[src/rtl/kcec_pkg.sv]
// Shared types and constants for the key click event classifier.
`default_nettype none

package kcec_pkg;

    localparam int KEY_COUNT = 16;
    localparam int TIMER_W   = 16;
    localparam int TICK_W    = 10;
    localparam int KEY_IDX_W = 4;

    localparam logic [TIMER_W-1:0] TIMER_MAX = {TIMER_W{1'b1}};

    typedef enum logic [1:0] {
        EV_SHORT  = 2'd0,
        EV_LONG   = 2'd1,
        EV_DOUBLE = 2'd2
    } event_kind_t;

    typedef enum logic [1:0] {
        REG_TICK_MS         = 2'd0,
        REG_LONG_PRESS_MS   = 2'd1,
        REG_DOUBLE_CLICK_MS = 2'd2
    } cfg_index_t;

    // Event one lane found for the current tick.
    typedef struct packed {
        logic        valid;
        event_kind_t kind;
    } lane_event_t;

    // Timer add, saturating at the top of the timer range.
    function automatic logic [TIMER_W-1:0] sat_add(
        input logic [TIMER_W-1:0] a,
        input logic [TICK_W-1:0]  b
    );
        logic [TIMER_W:0] s;
        s = {1'b0, a} + {{(TIMER_W + 1 - TICK_W){1'b0}}, b};
        return s[TIMER_W] ? TIMER_MAX : s[TIMER_W-1:0];
    endfunction

endpackage

`default_nettype wire

[src/rtl/key_click_event_classifier.sv]
// Top level of the key click event classifier: config registers, key lanes, event merge.
`default_nettype none

// Each accepted s_ request is one scan tick with a pressed-key mask. All sixteen key
// lanes update their timers in the cycle of acceptance, and the events of that tick
// go out on the m_ side one per cycle unless m_tready stalls them, in ascending key
// order, with m_tlast on the final one; a tick with no events produces nothing. A
// tick is taken when the previous tick's events are all sent or the last of them is
// moving to the output register, so ticks without events can follow every cycle.
// The event merge stage with its single output register sets this pace.
// Configuration writes should land only while no events are pending.
module key_click_event_classifier (
    input  wire logic        aclk,
    input  wire logic        aresetn,
    input  wire logic        s_tvalid,
    output logic             s_tready,
    input  wire logic [15:0] s_tdata,   // [15:0] pressed_mask
    output logic             m_tvalid,
    input  wire logic        m_tready,
    output logic [7:0]       m_tdata,   // [3:0] key_index, [5:4] event_kind, [7:6] zero
    output logic             m_tlast,   // last_event
    input  wire logic        cfg_valid,
    output logic             cfg_ready,
    input  wire logic [1:0]  cfg_index,
    input  wire logic [15:0] cfg_data
);
    import kcec_pkg::*;

    logic [TICK_W-1:0]  tick_ms_reg;
    logic [TIMER_W-1:0] long_press_reg;
    logic [TIMER_W-1:0] double_click_reg;

    lane_event_t [KEY_COUNT-1:0] lane_events;
    logic                        tick_accept;
    logic [KEY_IDX_W-1:0]        ev_key;
    event_kind_t                 ev_kind;

    assign cfg_ready = 1'b1;

    always_ff @(posedge aclk) begin
        if (!aresetn) begin
            tick_ms_reg      <= TICK_W'(10);
            long_press_reg   <= TIMER_W'(1000);
            double_click_reg <= TIMER_W'(300);
        end else if (cfg_valid && cfg_ready) begin
            unique case (cfg_index_t'(cfg_index))
                REG_TICK_MS:         tick_ms_reg      <= cfg_data[TICK_W-1:0];
                REG_LONG_PRESS_MS:   long_press_reg   <= cfg_data;
                REG_DOUBLE_CLICK_MS: double_click_reg <= cfg_data;
                default: ;
            endcase
        end
    end

    assign tick_accept = s_tvalid && s_tready;

    for (genvar k = 0; k < KEY_COUNT; k++) begin : g_lane
        kcec_lane u_lane (
            .aclk        (aclk),
            .aresetn     (aresetn),
            .tick_accept (tick_accept),
            .pressed     (s_tdata[k]),
            .tick_ms     (tick_ms_reg),
            .long_thresh (long_press_reg),
            .dbl_window  (double_click_reg),
            .lane_event  (lane_events[k])
        );
    end

    kcec_merge u_merge (
        .aclk        (aclk),
        .aresetn     (aresetn),
        .tick_valid  (s_tvalid),
        .tick_ready  (s_tready),
        .lane_events (lane_events),
        .ev_valid    (m_tvalid),
        .ev_ready    (m_tready),
        .ev_key      (ev_key),
        .ev_kind     (ev_kind),
        .ev_last     (m_tlast)
    );

    assign m_tdata = {2'b00, ev_kind, ev_key};

endmodule

`default_nettype wire

[src/rtl/kcec_lane.sv]
// Per-key state and release classification for one key.
`default_nettype none

module kcec_lane (
    input  wire logic                            aclk,
    input  wire logic                            aresetn,
    input  wire logic                            tick_accept,
    input  wire logic                            pressed,
    input  wire logic [kcec_pkg::TICK_W-1:0]     tick_ms,
    input  wire logic [kcec_pkg::TIMER_W-1:0]    long_thresh,
    input  wire logic [kcec_pkg::TIMER_W-1:0]    dbl_window,
    output kcec_pkg::lane_event_t                lane_event
);
    import kcec_pkg::*;

    logic               down_reg, down_next;
    logic               await_reg, await_next;
    logic [TIMER_W-1:0] hold_reg, hold_next;
    logic [TIMER_W-1:0] since_reg, since_next;

    logic               released;
    logic               long_hit;
    logic               dbl_hit;
    logic               start_wait;
    logic               await_mid;
    logic [TIMER_W-1:0] since_mid;
    logic [TIMER_W-1:0] since_adv;

    always_comb begin
        released   = down_reg && !pressed;
        long_hit   = hold_reg >= long_thresh;
        dbl_hit    = released && !long_hit && await_reg && (since_reg < dbl_window);
        start_wait = released && !long_hit && !dbl_hit;
        await_mid  = dbl_hit ? 1'b0 : (start_wait ? 1'b1 : await_reg);
        since_mid  = start_wait ? '0 : since_reg;
        since_adv  = sat_add(since_mid, tick_ms);

        down_next        = down_reg;
        hold_next        = hold_reg;
        await_next       = await_reg;
        since_next       = since_reg;
        lane_event.valid = 1'b0;
        lane_event.kind  = EV_SHORT;

        if (pressed) begin
            down_next = 1'b1;
            hold_next = down_reg ? sat_add(hold_reg, tick_ms) : '0;
        end else begin
            down_next  = 1'b0;
            await_next = await_mid;
            since_next = since_mid;
            if (released && long_hit) begin
                lane_event.valid = 1'b1;
                lane_event.kind  = EV_LONG;
            end else if (dbl_hit) begin
                lane_event.valid = 1'b1;
                lane_event.kind  = EV_DOUBLE;
            end
            if (await_mid) begin
                since_next = since_adv;
                if (since_adv >= dbl_window) begin
                    await_next = 1'b0;
                    // expiry after a short hold, unless this tick already reported
                    if (!long_hit && !(released && long_hit) && !dbl_hit) begin
                        lane_event.valid = 1'b1;
                        lane_event.kind  = EV_SHORT;
                    end
                end
            end
        end
    end

    always_ff @(posedge aclk) begin
        if (!aresetn) begin
            down_reg  <= 1'b0;
            await_reg <= 1'b0;
            hold_reg  <= '0;
            since_reg <= '0;
        end else if (tick_accept) begin
            down_reg  <= down_next;
            await_reg <= await_next;
            hold_reg  <= hold_next;
            since_reg <= since_next;
        end
    end

endmodule

`default_nettype wire

[src/rtl/kcec_merge.sv]
// Collects the lane events of one tick and sends them out lowest key first.
`default_nettype none

module kcec_merge (
    input  wire logic                                 aclk,
    input  wire logic                                 aresetn,
    input  wire logic                                 tick_valid,
    output logic                                      tick_ready,
    input  wire kcec_pkg::lane_event_t [kcec_pkg::KEY_COUNT-1:0] lane_events,
    output logic                                      ev_valid,
    input  wire logic                                 ev_ready,
    output logic [kcec_pkg::KEY_IDX_W-1:0]            ev_key,
    output kcec_pkg::event_kind_t                     ev_kind,
    output logic                                      ev_last
);
    import kcec_pkg::*;

    logic [KEY_COUNT-1:0] pend_reg, pend_next;
    event_kind_t          kind_reg [KEY_COUNT];
    logic                 out_valid_reg, out_valid_next;
    logic [KEY_IDX_W-1:0] out_key_reg;
    event_kind_t          out_kind_reg;
    logic                 out_last_reg;

    logic [KEY_COUNT-1:0] lowest;
    logic [KEY_COUNT-1:0] pend_rest;
    logic [KEY_IDX_W-1:0] low_idx;
    logic                 move;
    logic                 accept;

    // Priority encode the lowest pending key.
    always_comb begin
        low_idx = '0;
        for (int k = KEY_COUNT - 1; k >= 0; k--) begin
            if (pend_reg[k]) begin
                low_idx = KEY_IDX_W'(k);
            end
        end
    end

    always_comb begin
        lowest      = pend_reg & (~pend_reg + KEY_COUNT'(1));
        pend_rest   = pend_reg & ~lowest;
        move        = (pend_reg != '0) && (!out_valid_reg || ev_ready);
        tick_ready  = (pend_reg == '0) || (move && (pend_rest == '0));
        accept      = tick_valid && tick_ready;

        out_valid_next = out_valid_reg && !ev_ready;
        if (move) begin
            out_valid_next = 1'b1;
        end

        pend_next = move ? pend_rest : pend_reg;
        if (accept) begin
            for (int k = 0; k < KEY_COUNT; k++) begin
                pend_next[k] = lane_events[k].valid;
            end
        end
    end

    always_ff @(posedge aclk) begin
        if (!aresetn) begin
            pend_reg      <= '0;
            out_valid_reg <= 1'b0;
        end else begin
            pend_reg      <= pend_next;
            out_valid_reg <= out_valid_next;
        end
    end

    always_ff @(posedge aclk) begin
        if (accept) begin
            for (int k = 0; k < KEY_COUNT; k++) begin
                kind_reg[k] <= lane_events[k].kind;
            end
        end
        if (move) begin
            out_key_reg  <= low_idx;
            out_kind_reg <= kind_reg[low_idx];
            out_last_reg <= (pend_rest == '0);
        end
    end

    assign ev_valid = out_valid_reg;
    assign ev_key   = out_key_reg;
    assign ev_kind  = out_kind_reg;
    assign ev_last  = out_last_reg;

endmodule

`default_nettype wire

[config.mk]
export PLATFORM = sky130hd
export DESIGN_NAME = key_click_event_classifier
export DESIGN_NICKNAME = d
export VERILOG_FILES = /design/src/rtl/kcec_pkg.sv /design/src/rtl/key_click_event_classifier.sv /design/src/rtl/kcec_lane.sv /design/src/rtl/kcec_merge.sv
export SDC_FILE = /design/constraint.sdc
export NUM_CORES = 2
export LEC_CHECK = 0
export BUFFER_PORTS_ARGS = -buffer_cell sky130_fd_sc_hd__buf_2
export CAP_MARGIN = 20
export CORE_MARGIN = 2
export CORE_UTILIZATION = 25
export DETAILED_ROUTE_END_ITERATION = 10
export HOLD_SLACK_MARGIN = 0.05
export PLACE_DENSITY_LB_ADDON = 0.12
export SLEW_MARGIN = 15
export SYNTH_ARGS = -nofsm -noshare
export SYNTH_HDL_FRONTEND = slang
export SYNTH_SLANG_ARGS = --single-unit
[constraint.sdc]
create_clock -name aclk -period 6.43 [get_ports aclk]
set_input_delay 1.286 -clock aclk [delete_from_list [all_inputs] [get_ports aclk]]
set_output_delay 1.286 -clock aclk [all_outputs]
set_load 0.005 [all_outputs]
== Yosys cells after proc, flatten, opt, wreduce, memory -nomap -nowiden ==
Memory sizes are Yosys's and may differ from the RTL's. A register that Yosys moved wholly into a read port is not among the register bits.
Cells that the tools add are included.

* Register bits after elaboration: 608
* RAM bits: 32
* Input port bits: 39
* Memories: 1

{| class="wikitable"
|+ Memory list
! name !! words !! width !! rd ports !! clocked after Yosys merged registers in !! write ports !! line !! RTL
|-
| u_merge.kind_reg || 16 || 2 || 1 || 1 || 16 || kcec_merge.sv:19 || <nowiki>event_kind_t kind_reg [KEY_COUNT];</nowiki>
|}

* $add $sub $neg: 33
* Magnitude comparators: 48
* Equality and inequality tests: 2
* Muxes and demuxes: 277
* Bitwise logic cells: 20
* Reductions and logical operators: 240

{| class="wikitable"
|+ Operators by type and width
! cell !! number
|-
| 16-bit 2-to-1 mux || 82
|-
| 16-bit by 10-bit adder with 17-bit output || 32
|-
| 16-bit >= comparator || 32
|-
| 3-bit 2-to-1 mux || 96
|-
| 16-bit < comparator || 16
|-
| 1-bit logical AND || 132
|-
| 1-bit 2-to-1 mux || 83
|-
| 2-bit AND reduction || 35
|-
| 1-bit logical NOT || 66
|-
| 4-bit 2-to-1 mux || 16
|-
| 16-bit AND || 2
|-
| 16-bit logical NOT || 2
|-
| 16-bit NOT || 2
|-
| 16-bit by 1-bit adder with 16-bit output, second input constant || 1
|-
| 1-bit NOT || 16
|-
| 16-bit nonzero test || 1
|-
| 2-bit by 1-bit equality test with 1-bit output, second input constant || 1
|-
| 2-bit equality test, second input constant || 1
|-
| 2-bit logical NOT || 1
|-
| 1-bit logical OR || 2
|-
| 2-bit nonzero test || 1
|}

== Depth between registers and ports, before layout ==
* Word-level depth: 16
* Gate-level depth with buffers: 31
* Gate-level depth less buffers: 28

== By module ==
Synthesis repeated with hierarchy kept, for this count alone.

* Cells, all modules: 8149
* Area, all modules: 65440.3 um^2

{| class="wikitable"
|+ By module, submodules not included
! module !! instances !! cells each !! area an instance (um^2)
|-
| kcec_lane at g_lane[13].u_lane ... || 7 || 483 || 3867.5
|-
| kcec_lane at g_lane[0].u_lane ... || 6 || 487 || 3762.4
|-
| kcec_lane at g_lane[12].u_lane ... || 2 || 474 || 3858.7
|-
| kcec_lane at g_lane[9].u_lane || 1 || 478 || 3607.2
|-
| kcec_merge || 1 || 250 || 2785.2
|-
| key_click_event_classifier || 1 || 170 || 1684.1
|}

== Least setup slack after synthesis ==
OpenSTA, ideal clock, no wires.

* Kind: flip-flop to flip-flop
* Start: register double_click_reg[9]
* End: register g_lane[13].u_lane.await_reg
* Arrival time: 6.496 ns
* Slack: -0.137 ns
* Cell stages (with the launch flop): 28
* Clock period less this slack: 6.567 ns
* Path through: dfxtp_1 inv_1 ha_1 a211oi_1 nor2_1 a211oi_1 o21ai_0 a2111oi_0 or2_2 clkbuf_1 clkbuf_1 and2_1 ha_1 nand3_1 o211ai_1 o41ai_1 or3b_2 a41oi_1 xnor2_1 o21ai_0 ha_1 and4_1 a221oi_1 o211ai_1 a21oi_1 o21ai_0 or3_1 a21oi_1

* Cells in the longest elaborated chain, start to end: 10
* Elaborated cells on any way between the ends: 12
* Classes of those cells: 1 x add/sub; 2 x order compare; 6 x mux; 3 x reduce/logical

{| class="wikitable"
|+ RTL lines
! item !! line !! RTL
|-
| start, declared || key_click_event_classifier.sv:31 || <nowiki>logic [TIMER_W-1:0] double_click_reg;</nowiki>
|-
| start signal, assigned || key_click_event_classifier.sv:49 || <nowiki>REG_DOUBLE_CLICK_MS: double_click_reg <= cfg_data;</nowiki>
|-
| 16-bit < comparator || kcec_lane.sv:32 || <nowiki>dbl_hit = released && !long_hit && await_reg && (since_reg < dbl_window);</nowiki>
|-
| 1-bit logical AND || kcec_lane.sv:32 ||
|-
| 1-bit logical NOT || kcec_lane.sv:33 || <nowiki>start_wait = released && !long_hit && !dbl_hit;</nowiki>
|-
| 1-bit logical AND || kcec_lane.sv:33 ||
|-
| 16-bit 2-to-1 mux || kcec_lane.sv:35 || <nowiki>since_mid = start_wait ? '0 : since_reg;</nowiki>
|-
| 16-bit by 10-bit adder with 17-bit output || kcec_pkg.sv:37 || <nowiki>s = {1'b0, a} + {{(TIMER_W + 1 - TICK_W){1'b0}}, b};</nowiki>
|-
| 16-bit 2-to-1 mux || kcec_pkg.sv:38 || <nowiki>return s[TIMER_W] ? TIMER_MAX : s[TIMER_W-1:0];</nowiki>
|-
| 16-bit >= comparator || kcec_lane.sv:61 || <nowiki>if (since_adv >= dbl_window) begin</nowiki>
|-
| 1-bit 2-to-1 mux || kcec_lane.sv:61 ||
|-
| 1-bit 2-to-1 mux * || kcec_lane.sv:59 || <nowiki>if (await_mid) begin</nowiki>
|-
| end signal, assigned || kcec_lane.sv:81 || <nowiki>await_reg <= await_next;</nowiki>
|-
| end, declared || kcec_lane.sv:17 || <nowiki>logic await_reg, await_next;</nowiki>
|}

Mark *: on every way between the ends. The rest lies on a longest branch, timed or not.
A chain may end at the register's enable or synchronous reset.

== Worst setup path after layout ==
* Start: register long_press_reg[12]
* End: register u_merge.pend_reg[7]

* Cells in the longest elaborated chain, start to end: 15
* Elaborated cells on any way between the ends: 24
* Classes of those cells: 1 x add/sub; 2 x order compare; 11 x mux; 10 x reduce/logical

{| class="wikitable"
|+ RTL lines
! item !! line !! RTL
|-
| start, declared || key_click_event_classifier.sv:30 || <nowiki>logic [TIMER_W-1:0] long_press_reg;</nowiki>
|-
| start signal, assigned || key_click_event_classifier.sv:48 || <nowiki>REG_LONG_PRESS_MS: long_press_reg <= cfg_data;</nowiki>
|-
| 16-bit >= comparator * || kcec_lane.sv:31 || <nowiki>long_hit = hold_reg >= long_thresh;</nowiki>
|-
| 1-bit logical NOT || kcec_lane.sv:32, kcec_lane.sv:33, kcec_lane.sv:64 ||
|-
| 1-bit logical AND || kcec_lane.sv:32, kcec_lane.sv:33 ||
|-
| 1-bit logical AND (2 in a row) || kcec_lane.sv:32 ||
|-
| 1-bit logical NOT || kcec_lane.sv:33, kcec_lane.sv:64 ||
|-
| 1-bit logical AND || kcec_lane.sv:33 ||
|-
| 16-bit 2-to-1 mux || kcec_lane.sv:35 ||
|-
| 16-bit by 10-bit adder with 17-bit output || kcec_pkg.sv:37 ||
|-
| 16-bit 2-to-1 mux || kcec_pkg.sv:38 ||
|-
| 16-bit >= comparator || kcec_lane.sv:61 ||
|-
| 3-bit 2-to-1 mux || kcec_lane.sv:61 ||
|-
| 3-bit 2-to-1 mux * || kcec_lane.sv:59 ||
|-
| 3-bit 2-to-1 mux * || kcec_lane.sv:45 || <nowiki>if (pressed) begin</nowiki>
|-
| 16-bit 2-to-1 mux * || kcec_merge.sv:54 || <nowiki>if (accept) begin</nowiki>
|-
| end signal, assigned || kcec_merge.sv:66 || <nowiki>pend_reg <= pend_next;</nowiki>
|-
| end, declared || kcec_merge.sv:18 || <nowiki>logic [KEY_COUNT-1:0] pend_reg, pend_next;</nowiki>
|}

Marks and branches as above.

==> out/qor.csv <==
stage;metric;value;unit
clock_tree;clockBufferDepth;3;
critical_path;path_max_fanout;7;
placed_design;dp_hpwl;185000;um
finish;post-route-util;30.8;%
critical_path;path_class;reg2reg;
timing;clock_skew;42.1;ps
finish;nFillCells;25344;
yosys;synth.area.top_cells;ha_1 (22%), dfxtp_1 (20%), a21oi_1 (6.3%), nand2_1 (4.6%), nor2_1 (3.7%);
yosys;synth_top_cell_area_share;22.4;%
route;detail-route-antenna-nets;0;
critical_path;cp_slowest_stage_delay;430;ps
floorplan;start_util;25.1;%
power;power.density;192;nW/um^2
critical_path;setup.worst_path.start_class;flip-flop;
floorplan;ios;51;
route;drt-initial-drc-count;3655;
placed_design;place_inst;11073;
yosys;yosysTopAreaCell;ha_1;
yosys;yosysUniqueCellTypes;96;
yosys;synth_commonest_cells;ha_1 (1072), a21oi_1 (747), nand2_1 (739);
timing;hold_viol;0;
timing;fin_crit_sh;95.6;%
floorplan;die-area;243000;sq um
critical_path;crit_buf_inv;5;
power;ir_worst_vdd;0.194;mV
floorplan;die_w;493;um
finish;layout.cells.non_filler;11281;
clock_tree;htreeDepth;3;
timing;drv_slew;0;
route;wire_per_inst;22.4;um
yosys;ys_seq_area_share;22.2;%
route;drtPass1Iterations;6;
power;p_leak;31.7;nW
critical_path;cp_slowest_cell;or2_2;
yosys;async_flop_share;0;%
timing;worst_pin_slew;1120;ps
global_route;grt_max_degree;134;
yosys;synth_edf_count;39;
yosys;synth_most_common_cell;ha_1;
clock_tree;cts_tree;yes;
global_route;grt_pass1_wl;375000;um
critical_path;critPathTopFamily;compound AO/OA/AOI/OAI gates;
route;wirelength;253000;um
critical_path;crit_required;7060;ps
global_route;grt_pass1_vias;56828;
global_route;overflow;0;
critical_path;cp.arrival;6770;ps
yosys;netlist_instances;7447;
placed_design;port_buffers;47;
critical_path;worstSetupEndpointType;flip-flop;
yosys;ys_dominant_reg_cell;dfxtp_1;
timing;rsz0062_at_grt;yes;
finish;finalNetCount;9179;
clock_tree;clk_pin_slew;60;ps
finish;syn_to_final_growth;22.6;%
clock_tree;clock-root-buffer;clkbuf_16;
floorplan;die_y;493;um
yosys;synth.cell_area;59800;sq um
yosys;synth-seq-cells;642;
yosys;yosysWarningCount;0;
timing;fmax;163;MHz
clock_tree;cts_made_buffers;95;
global_route;grt_usage;20.3;%
global_route;antenna_found_initial;13;
outcome;status;completed;
timing;final-setup-viol-count;0;
finish;drive_gt1_share;15.5;%
floorplan;core-area;238000;sq um
route;dr_total_vias;58511;
job;max_cap_viol_count;0;
route;viasPerCell;5.19;
route;route.detailed.drc;0;
timing;finalCriticalPeriod;6140;ps
clock_tree;clk_latency;760;ps
placed_design;gp_congestion;0.867;
timing;relSlewSlack;24.9;%
clock_tree;cts.sinks;642;
floorplan;fp-row-count;179;
min_path;hp-class;reg2reg;
yosys;synth_area_per_cell;8.02;sq um
## logic make-up (layout without fill, tap and decap cells)
group	after synthesis	count (layout)	share of synthesized area (%)
and+or+nand+nor	2468	2468	20.0
DFF	642	642	22.2
adders and majority gates	1105	1105	23.5
muxes	127	127	2.15
xor gates and xnor gates	252	252	3.69
AOI/OAI and AO/OA	2325	2325	24.9
other	2	7	0.0126
buffers and inverters	526	1188	3.51
## power by group
part,switching (mW),internal (mW)
Combinational,2.62,1.44
Clock,2.30,3.12
Sequential,0.288,4.29
## path summary, 6_finish.rpt
path | from | cells past startpoint | slack (ps) | to
worst max-delay path | long_press_reg[12] | 29 | 290 | u_merge.pend_reg[7]
worst min-delay path | long_press_reg[1] | 2 | 460 | long_press_reg[1]
worst max register to register | long_press_reg[12] | 29 | 290 | u_merge.pend_reg[7]
worst min register to register | long_press_reg[1] | 2 | 460 | long_press_reg[1]
## routing by layer
| layer | GRT usage [%] | up-vias | wire length [um] |
|---|---|---|---|
| met5 | 0 | - | 13 |
| met4 | 6.44 | 2 | 8350 |
| met3 | 1.74 | 299 | 9040 |
| met2 | 33.1 | 1143 | 114000 |
| met1 | 28.1 | 28191 | 121000 |
| li1 | - | 28876 | - |
## worst min-delay path: cells and delay by family, from the launching register on
kind               cells  cell delay, ps
DFF                    1             310
AOI/OAI and AO/OA      1              50
and+or+nand+nor        1              50
## metrics by stage
stage                     setup TNS [ps]  hold WS [ps]  area, sq um  worst slack, ps  total power [mW]
after CTS                          -53.4           462        71900            -53.4              14.2
final                                  0           456        73300              286              14.1
after floorplan                        0           436        59800             20.4              6.88
after global routing                -298           480        73300            -89.8              14.8
after detailed placement           -4030           453        68600             -422              8.63
after global placement             -3260           445        68600             -414              8.62
## cells in the final DEF, fill, tap and decap left out, types with 44 or more instances in the layout
cell type  count
nand4_1      101
nor2_1       585
o21a_1        70
clkbuf_16     97
xnor2_1      170
a311oi_1      84
o31ai_1       74
and2_1       116
nand3_1      190
xor2_1        81
mux2i_1      118
nand2b_1     111
buf_2         47
a21o_1       182
inv_1        217
o211ai_1     203
and3_1        92
o21ai_1       48
dfxtp_1      588
a21oi_2       44
a31oi_1       71
o21ai_0      354
nor2b_1      176
nand2_1      737
buf_4        668
a21oi_1      700
a211oi_1     114
o21bai_1      44
nor3_1       149
ha_1        1063
## layout make-up
type                       instances  area (sq um)  area share [%]
clock buffer                     135          2700            3.69
timing repair buffer             775          6270            8.55
clock inverter                    36           370           0.506
antenna                            4          10.0          0.0137
multi-input combinational       6280         45700            62.4
sequential                       642         13300            18.1
tap                             3167          3960            5.41
inverter                         242           932            1.27
## what timing repair did
action	4_1_cts	5_1_grt
setup buffers	1	32
gates cloned	0	1
pin swaps	5	82
hold buffers	0	0
setup endpoints to repair	30	32
resized for setup	68	288
No activity file was read; power rests on OpenSTA's default activity.
